[src/rtl/core/rde_pkg.sv]
// shared types, constants and helpers of the reversible deque engine
`default_nettype none

package rde_pkg;

    localparam int DEQ_DEPTH  = 64;
    localparam int VALUE_BITS = 32;
    localparam int ITEM_BITS  = 32;
    localparam int STORE_W    = (VALUE_BITS < ITEM_BITS) ? VALUE_BITS : ITEM_BITS;

    localparam int AW = $clog2(DEQ_DEPTH);
    localparam int AP = AW + 1;
    localparam int CW = $clog2(DEQ_DEPTH + 1);

    localparam int FQ_DEPTH = 2;
    localparam int FQ_CW    = 2;

    localparam int OUTQ_DEPTH = 4;
    localparam int OQ_AW      = 2;
    localparam int OQ_CW      = 3;
    localparam int OQ_PW      = OQ_CW + 1;

    typedef enum logic [1:0] {
        CMD_LOAD    = 2'd0,
        CMD_REVERSE = 2'd1,
        CMD_DELETE  = 2'd2,
        CMD_FINISH  = 2'd3
    } cmd_t;

    typedef struct packed {
        cmd_t                        command;
        logic signed [ITEM_BITS-1:0] value;
    } item_t;

    typedef struct packed {
        logic signed [ITEM_BITS-1:0] element;
        logic                        failed;
        logic                        none_left;
        logic                        last;
    } result_t;

    typedef struct packed {
        cmd_t               kind;
        logic [STORE_W-1:0] value;
    } op_t;

    typedef struct packed {
        logic valid;
        op_t  op;
    } op_chan_t;

    typedef struct packed {
        logic    valid;
        result_t data;
    } res_chan_t;

    typedef enum logic {
        BK_EXEC,
        BK_DRAIN
    } back_state_t;

    // sum of two in-range indexes is below twice the depth
    function automatic logic [AW-1:0] wrap_addr(input logic [AP-1:0] sum);
        if (sum >= AP'(DEQ_DEPTH))
            return AW'(sum - AP'(DEQ_DEPTH));
        else
            return sum[AW-1:0];
    endfunction

endpackage

`default_nettype wire

[src/rtl/core/rde_ram.sv]
// generic single write port ram with registered read
`default_nettype none

module rde_ram #(
    parameter int WIDTH = 32,
    parameter int DEPTH = 64
) (
    input  wire logic                     clk,
    input  wire logic                     we,
    input  wire logic [$clog2(DEPTH)-1:0] waddr,
    input  wire logic [WIDTH-1:0]         wdata,
    input  wire logic                     re,
    input  wire logic [$clog2(DEPTH)-1:0] raddr,
    output      logic [WIDTH-1:0]         rdata
);

    logic [WIDTH-1:0] mem_reg [DEPTH];
    logic [WIDTH-1:0] rdata_reg;

    always_ff @(posedge clk)
    begin
        if (we)
        begin
            mem_reg[waddr] <= wdata;
        end
        if (re)
        begin
            rdata_reg <= mem_reg[raddr];
        end
    end

    assign rdata = rdata_reg;

endmodule

`default_nettype wire

[src/rtl/core/rde_front.sv]
// front end: takes commands, decodes them and queues them for the back end
`default_nettype none

module rde_front
    import rde_pkg::*;
(
    input  wire logic     clk,
    input  wire logic     rst_n,
    input  wire logic     push,
    output      logic     full,
    input  wire item_t    item,
    input  wire logic     take,
    output      op_chan_t op_out
);

    op_t              slot0_reg, slot0_next;
    op_t              slot1_reg, slot1_next;
    logic [FQ_CW-1:0] count_reg, count_next;
    op_t              new_op;
    logic             accept;

    assign full   = (count_reg == FQ_CW'(FQ_DEPTH));
    assign accept = push && !full;

    // value is kept in its low store bits only
    always_comb
    begin
        new_op.kind  = item.command;
        new_op.value = item.value[STORE_W-1:0];
    end

    always_comb
    begin
        slot0_next = slot0_reg;
        slot1_next = slot1_reg;
        count_next = count_reg;
        case ({accept, take})
            2'b11:
            begin
                if (count_reg == FQ_CW'(1))
                begin
                    slot0_next = new_op;
                end
                else
                begin
                    slot0_next = slot1_reg;
                    slot1_next = new_op;
                end
            end
            2'b10:
            begin
                if (count_reg == '0)
                    slot0_next = new_op;
                else
                    slot1_next = new_op;
                count_next = count_reg + FQ_CW'(1);
            end
            2'b01:
            begin
                slot0_next = slot1_reg;
                count_next = count_reg - FQ_CW'(1);
            end
            default:
            begin
            end
        endcase
    end

    always_ff @(posedge clk or negedge rst_n)
    begin
        if (!rst_n)
        begin
            count_reg <= '0;
        end
        else
        begin
            count_reg <= count_next;
        end
    end

    always_ff @(posedge clk)
    begin
        slot0_reg <= slot0_next;
        slot1_reg <= slot1_next;
    end

    assign op_out.valid = (count_reg != '0);
    assign op_out.op    = slot0_reg;

endmodule

`default_nettype wire

[src/rtl/core/rde_back.sv]
// back end: executes queued commands on the element store and drains it on finish
`default_nettype none

module rde_back
    import rde_pkg::*;
(
    input  wire logic             clk,
    input  wire logic             rst_n,
    input  wire op_chan_t         op_in,
    output      logic             take,
    input  wire logic [OQ_CW-1:0] oq_level,
    output      res_chan_t        res_out
);

    back_state_t      state_reg, state_next;
    logic [AW-1:0]    head_reg, head_next;
    logic [CW-1:0]    fill_reg, fill_next;
    logic             rev_reg, rev_next;
    logic             err_reg, err_next;
    logic [AW-1:0]    idx_reg, idx_next;
    logic             rd_valid_reg, rd_valid_next;
    logic             rd_last_reg, rd_last_next;

    logic               we;
    logic [AW-1:0]      waddr;
    logic               re;
    logic [AW-1:0]      raddr;
    logic [STORE_W-1:0] rdata;

    logic [OQ_PW-1:0] pending;
    logic             room;
    logic [CW-1:0]    pos;
    logic [CW-1:0]    idx_plus;
    logic             drain_last;
    logic             direct_push;
    result_t          direct_data;

    rde_ram #(
        .WIDTH (STORE_W),
        .DEPTH (DEQ_DEPTH)
    ) u_store (
        .clk   (clk),
        .we    (we),
        .waddr (waddr),
        .wdata (op_in.op.value),
        .re    (re),
        .raddr (raddr),
        .rdata (rdata)
    );

    // a slot must be free for the read still in flight and the new one
    assign pending    = {1'b0, oq_level} + OQ_PW'(rd_valid_reg);
    assign room       = (pending < OQ_PW'(OUTQ_DEPTH - 1)) ||
                        (pending == OQ_PW'(OUTQ_DEPTH - 1));
    assign idx_plus   = CW'(idx_reg) + CW'(1);
    assign drain_last = (idx_plus == fill_reg);
    assign pos        = rev_reg ? (fill_reg - idx_plus) : CW'(idx_reg);
    assign raddr      = wrap_addr(AP'(head_reg) + AP'(pos));
    assign waddr      = wrap_addr(AP'(head_reg) + AP'(fill_reg));

    always_comb
    begin
        state_next    = state_reg;
        head_next     = head_reg;
        fill_next     = fill_reg;
        rev_next      = rev_reg;
        err_next      = err_reg;
        idx_next      = idx_reg;
        rd_valid_next = 1'b0;
        rd_last_next  = rd_last_reg;
        take          = 1'b0;
        we            = 1'b0;
        re            = 1'b0;
        direct_push   = 1'b0;
        direct_data   = '0;
        case (state_reg)
            BK_EXEC:
            begin
                if (op_in.valid)
                begin
                    case (op_in.op.kind)
                        CMD_LOAD:
                        begin
                            take = 1'b1;
                            if (fill_reg >= CW'(DEQ_DEPTH))
                            begin
                                err_next = 1'b1;
                            end
                            else
                            begin
                                we        = 1'b1;
                                fill_next = fill_reg + CW'(1);
                            end
                        end
                        CMD_REVERSE:
                        begin
                            take     = 1'b1;
                            rev_next = !rev_reg;
                        end
                        CMD_DELETE:
                        begin
                            take = 1'b1;
                            if (fill_reg == '0)
                            begin
                                err_next = 1'b1;
                            end
                            else
                            begin
                                if (!rev_reg)
                                    head_next = wrap_addr(AP'(head_reg) + AP'(1));
                                fill_next = fill_reg - CW'(1);
                            end
                        end
                        CMD_FINISH:
                        begin
                            if (err_reg || (fill_reg == '0))
                            begin
                                // single result shares the queue port with drain data
                                if (room && !rd_valid_reg)
                                begin
                                    take                  = 1'b1;
                                    direct_push           = 1'b1;
                                    direct_data.failed    = err_reg;
                                    direct_data.none_left = !err_reg;
                                    direct_data.last      = 1'b1;
                                    head_next             = '0;
                                    fill_next             = '0;
                                    rev_next              = 1'b0;
                                    err_next              = 1'b0;
                                end
                            end
                            else
                            begin
                                take       = 1'b1;
                                idx_next   = '0;
                                state_next = BK_DRAIN;
                            end
                        end
                        default:
                        begin
                        end
                    endcase
                end
            end
            BK_DRAIN:
            begin
                if (room)
                begin
                    re            = 1'b1;
                    rd_valid_next = 1'b1;
                    rd_last_next  = drain_last;
                    idx_next      = idx_plus[AW-1:0];
                    if (drain_last)
                    begin
                        head_next  = '0;
                        fill_next  = '0;
                        rev_next   = 1'b0;
                        err_next   = 1'b0;
                        state_next = BK_EXEC;
                    end
                end
            end
            default:
            begin
                state_next = BK_EXEC;
            end
        endcase
    end

    always_ff @(posedge clk or negedge rst_n)
    begin
        if (!rst_n)
        begin
            state_reg    <= BK_EXEC;
            head_reg     <= '0;
            fill_reg     <= '0;
            rev_reg      <= 1'b0;
            err_reg      <= 1'b0;
            idx_reg      <= '0;
            rd_valid_reg <= 1'b0;
            rd_last_reg  <= 1'b0;
        end
        else
        begin
            state_reg    <= state_next;
            head_reg     <= head_next;
            fill_reg     <= fill_next;
            rev_reg      <= rev_next;
            err_reg      <= err_next;
            idx_reg      <= idx_next;
            rd_valid_reg <= rd_valid_next;
            rd_last_reg  <= rd_last_next;
        end
    end

    always_comb
    begin
        res_out.valid = rd_valid_reg || direct_push;
        if (rd_valid_reg)
        begin
            res_out.data.element   = ITEM_BITS'(rdata);
            res_out.data.failed    = 1'b0;
            res_out.data.none_left = 1'b0;
            res_out.data.last      = rd_last_reg;
        end
        else
        begin
            res_out.data = direct_data;
        end
    end

endmodule

`default_nettype wire

[src/rtl/core/rde_out_queue.sv]
// result queue between the back end and the result ports
`default_nettype none

module rde_out_queue
    import rde_pkg::*;
(
    input  wire logic             clk,
    input  wire logic             rst_n,
    input  wire res_chan_t        res_in,
    input  wire logic             pop,
    output      logic             empty,
    output      result_t          head,
    output      logic [OQ_CW-1:0] level
);

    result_t          entry_reg [OUTQ_DEPTH];
    logic [OQ_AW-1:0] wptr_reg, wptr_next;
    logic [OQ_AW-1:0] rptr_reg, rptr_next;
    logic [OQ_CW-1:0] count_reg, count_next;
    logic             do_push;
    logic             do_pop;

    assign empty   = (count_reg == '0);
    assign do_pop  = pop && !empty;
    assign do_push = res_in.valid && (count_reg != OQ_CW'(OUTQ_DEPTH));

    always_comb
    begin
        wptr_next  = do_push ? wptr_reg + OQ_AW'(1) : wptr_reg;
        rptr_next  = do_pop ? rptr_reg + OQ_AW'(1) : rptr_reg;
        count_next = count_reg + OQ_CW'(do_push) - OQ_CW'(do_pop);
    end

    always_ff @(posedge clk or negedge rst_n)
    begin
        if (!rst_n)
        begin
            wptr_reg  <= '0;
            rptr_reg  <= '0;
            count_reg <= '0;
        end
        else
        begin
            wptr_reg  <= wptr_next;
            rptr_reg  <= rptr_next;
            count_reg <= count_next;
        end
    end

    always_ff @(posedge clk)
    begin
        if (do_push)
        begin
            entry_reg[wptr_reg] <= res_in.data;
        end
    end

    assign head  = entry_reg[rptr_reg];
    assign level = count_reg;

endmodule

`default_nettype wire

[src/rtl/core/reversible_deque_engine.sv]
// top level of the reversible deque engine
`default_nettype none

// Reversible deque engine. Commands enter through a two-entry command queue
// (push/full) and results leave through a four-entry result queue
// (empty/pop). Load, reverse and delete are each taken by the back end
// without waiting, so a stream of them is taken at one per cycle. A finish
// that reports an error or an empty buffer pushes its single result in the
// same cycle that it is taken, but waits while the last read of a drain is
// still in flight or the result queue lacks room. A finish with n elements
// left first starts the drain and then reads the elements out of the element
// store one per cycle, paced by the single read port of the store and by free
// room in the result queue. Commands behind a finish wait in the command
// queue until the drain has been issued. A single report reaches the result
// ports through the result queue entry register, and the first drained
// element through the drain state, the read register of the store and the
// result queue. No clearing pass is needed after reset.
module reversible_deque_engine
    import rde_pkg::*;
(
    input  wire logic    clk,
    input  wire logic    rst_n,
    input  wire logic    push,
    output      logic    full,
    input  wire item_t   item,
    output      logic    empty,
    input  wire logic    pop,
    output      result_t result
);

    op_chan_t         op_chan;
    logic             take;
    res_chan_t        res_chan;
    logic [OQ_CW-1:0] oq_level;

    rde_front u_front (
        .clk    (clk),
        .rst_n  (rst_n),
        .push   (push),
        .full   (full),
        .item   (item),
        .take   (take),
        .op_out (op_chan)
    );

    rde_back u_back (
        .clk      (clk),
        .rst_n    (rst_n),
        .op_in    (op_chan),
        .take     (take),
        .oq_level (oq_level),
        .res_out  (res_chan)
    );

    rde_out_queue u_out_queue (
        .clk    (clk),
        .rst_n  (rst_n),
        .res_in (res_chan),
        .pop    (pop),
        .empty  (empty),
        .head   (result),
        .level  (oq_level)
    );

endmodule

`default_nettype wire

[config.mk]
export PLATFORM = sky130hd
export DESIGN_NAME = reversible_deque_engine
export DESIGN_NICKNAME = d
export VERILOG_FILES = /design/src/rtl/core/rde_pkg.sv /design/src/rtl/core/rde_ram.sv /design/src/rtl/core/rde_front.sv /design/src/rtl/core/rde_back.sv /design/src/rtl/core/rde_out_queue.sv /design/src/rtl/core/reversible_deque_engine.sv
export SDC_FILE = /design/constraint.sdc
export NUM_CORES = 2
export LEC_CHECK = 0
export BUFFER_PORTS_ARGS = -buffer_cell sky130_fd_sc_hd__clkbuf_2
export CORE_UTILIZATION = 40
export CTS_BUF_LIST = sky130_fd_sc_hd__clkbuf_4 sky130_fd_sc_hd__clkbuf_8
export DETAILED_ROUTE_END_ITERATION = 10
export GPL_TIMING_DRIVEN = 0
export HOLD_SLACK_MARGIN = 0.03
export MAX_ROUTING_LAYER = met4
export RECOVER_POWER = 100
export SYNTH_ARGS = -nofsm -noshare
export SYNTH_HDL_FRONTEND = slang
export SYNTH_HIERARCHICAL = 1
export SYNTH_SLANG_ARGS = --single-unit
[constraint.sdc]
create_clock -name clk -period 8.35 [get_ports clk]
set_input_delay 0.835 -clock clk [delete_from_list [all_inputs] [get_ports clk]]
set_output_delay 0.835 -clock clk [all_outputs]
set_load 0.005 [all_outputs]
==> impl_metrics.csv <==
group,metric,value,unit
placement,gp_congestion,0.856,
synth,synth_top_flop_cell,"edfxtp_1",
finish,layout.cells.most_common_list,"edfxtp_1, mux4_2, clkbuf_8",
placement,port_buffers,74,
worst_setup_path,rrSetupSlack,690,ps
synth,synthCells,4054,
worst_setup_path,crit_end,"u_back/u_store/rdata[22]",
route,drc_errors,0,
finish,fin_nets,4797,
synth,avgSynthCellArea,22.2,um2
synth,synthArstFlopShare,1.42,%
timing,min_period,7660,ps
status,violations,"capacitance limit, slew limit",
worst_setup_path,reg2reg_to,"u_back/u_store/rdata[22]",
flow_run,max-cap-violations,144,
finish,layout-drive-gt1-share,25.3,%
timing,hold_violations,0,
worst_setup_path,startpoint,"u_back/idx_reg[0]",
synth,synth_edf_count,2288,
synth,syn_nets,4132,
synth,yosysWarningCount,6,
grt,grt_pass1_vias,46700,
grt,grt_max_degree,37,
die,rows,173,
worst_setup_path,rr_startpoint,"u_back/idx_reg[0]",
die,io_pins,75,
worst_setup_path,required,9060,ps
timing,rsz0062_at_grt,"false",
clock_network,postCtsSetupBuffers,0,
grt,antenna_found_initial,8,
clock_network,worstSkewPairLatency,1080,ps
timing,setup_viol,0,
die,core,223000,um2
worst_setup_path,reg2regPathDepth,19,
timing,max_freq,0.131,GHz
finish,mostFrequentLayoutCell,"edfxtp_1",
grt,grt_overflow,0,
worst_setup_path,end_kind,"flip-flop",
status,outcome,"complete, but fails checks",
synth,ys_types,73,
min_path,hold_class,"primary input to flip-flop",
worst_setup_path,cp_max_fo,10,
synth,ys_ff_latch,2321,
clock_network,cts_tree,"yes",
die,dieHeight,477,um
placement,place_ws,1120,ps
die,die_x,477,um
grt,grt_pass1_wl,368000,um
clock_network,clock_path_buffers,4,
grt,grtUsageTotal,24.1,%
synth,syn_area,90100,um2
clock_network,cts-buffers-inserted,379,
worst_setup_path,critPathKind,"flip-flop to flip-flop",
route,firstDrtPassIters,6,
timing,period_share,91.7,%
clock_network,clk_pin_slew,60,ps
finish,syn_to_final_growth,13.1,%
timing,finalClockSkew,92.8,ps
route,via_count,47500,
synth,ys_seq_area_share,77.2,%
timing,tightest_slew,2830,ps
clock_network,cts-resized-gates,0,
timing,report.final.slew_viol_count,2700,
clock_network,htreeDepth,5,
finish,largest_register_ffs,2048,
timing,relSlewSlack,-89.1,%
die,start_util,40.4,%
worst_setup_path,critPathLaunchType,"flip-flop",
route,ant_nets,0,
clock_network,root_buffer,"clkbuf_8",
route,routedWlPerCell,33.8,um
worst_setup_path,arrival,8370,ps
timing,worst_slack,692,ps
route,first_iter_violations,7049,
clock_network,clock-sinks,2321,
placement,hpwl,181000,um
route,wl,269000,um
die,die-area,227000,um2
finish,fillers,18900,
route,viasPerCell,5.98,
## layout make-up
type / instances / area, um2 / share of cell area, %
multi-input cells: 1483 / 19200 / 18.8
flip-flops and latches: 2321 / 69500 / 68.2
clock buffers: 515 / 6280 / 6.16
repair buffers: 284 / 1310 / 1.29
clock inverters: 122 / 646 / 0.633
inverters: 27 / 101 / 0.0994
well taps: 2975 / 3720 / 3.65
plain buffers: 223 / 1140 / 1.12
diodes: 4 / 10.0 / 0.00982
## what timing repair did
item / in CTS / in global routing
hold endpoints to repair: 68 / 0
hold buffers: 36 / 0
setup endpoints to repair: 0 / 0
## routing by layer
metal / part of all wire, % / track usage, % / vias to the layer above
met2: 46 / 36.2 / 3059
met3: 12 / 5.65 / 549
met4: 4.0 / 7.88 / 0
met5: 0 / - / -
li1: - / - / 18500
met1: 38 / 32.5 / 25400
## worst min-delay path by stage
stage | from | cells past startpoint | endpoint | slack, ps
floorplan | u_back/rd_last_reg | 2 | u_back/rd_last_reg | 450
global placement | u_front/count_reg[0] | 1 | u_front/count_reg[0] | 490
detailed placement | u_front/count_reg[0] | 1 | u_front/count_reg[0] | 500
CTS | push | 4 | u_front/op_out[33] | 390
global route | push | 4 | u_front/op_out[20] | 480
finish | push | 4 | u_front/op_out[33] | 470
## critical path, stage by stage (launching register included)
cell and delay (ps):
dfrtp_1 460, ha_1 360, inv_1 70, ha_1 280
nor2b_1 140, o21ai_0 120, a21boi_0 280, nor2_1 80
mux2_2 270, ha_1 300, inv_1 80, o21bai_1 70
a21oi_1 170, xnor2_1 90, xnor2_1 1000, clkbuf_1 490
or2_0 510, clkbuf_1 1040, o22ai_1 570, nor2_1 900
## synth_stat cells (all sizes together), types with 10 or more instances
master	count	area [um2]
nand2b	15	93.8
nor3	16	80.1
mux2i	128	1280
mux4	579	13100
o22ai	85	532
nor2b	17	106
xnor2	19	166
a21oi	112	564
xor2	11	96.3
buf	138	918
a221oi	34	310
and2	38	238
nand3	10	50.1
ha	35	438
o21ai	17	85.1
inv	27	101
a22oi	14	105
nor2	159	597
o31ai	10	75.1
edfxtp	2288	68700
o221ai	27	236
dfrtp	33	826
nand2	52	195
clkbuf	85	320
## cells by family (layout without fill, tap and decap cells)
family / after synthesis / in the layout / share of synthesized area, %
xor gates and xnor gates: 30 / 30 / 0.292
muxes: 711 / 711 / 16.0
adders and majority gates: 40 / 40 / 0.597
other: 0 / 4 / 0
DFF: 2321 / 2321 / 77.2
buffers and inverters: 250 / 1171 / 1.49
and+or+nand+nor: 357 / 357 / 1.92
AOI/OAI and AO/OA: 345 / 345 / 2.56
## per-stage QoR
step | cells | instance area, um2 | hold WS [ps] | TNS [ps] | utilization (%)
3_5_place_dp | 7276 | 98600 | 500 | 0 | 44.2
3_3_place_gp | 7103 | 94200 | 488 | -146080 | 42.3
4_1_cts | 7949 | 106000 | 390 | 0 | 47.5
6_report | 7954 | 102000 | 466 | 0 | 45.7
2_1_floorplan | 4054 | 90100 | 450 | 0 | -
5_1_grt | 7952 | 102000 | 475 | 0 | 45.7
Power is left out: the tool's default activity adds up to more than one toggle a clock period on the data nets, which glitch-free logic cannot reach.
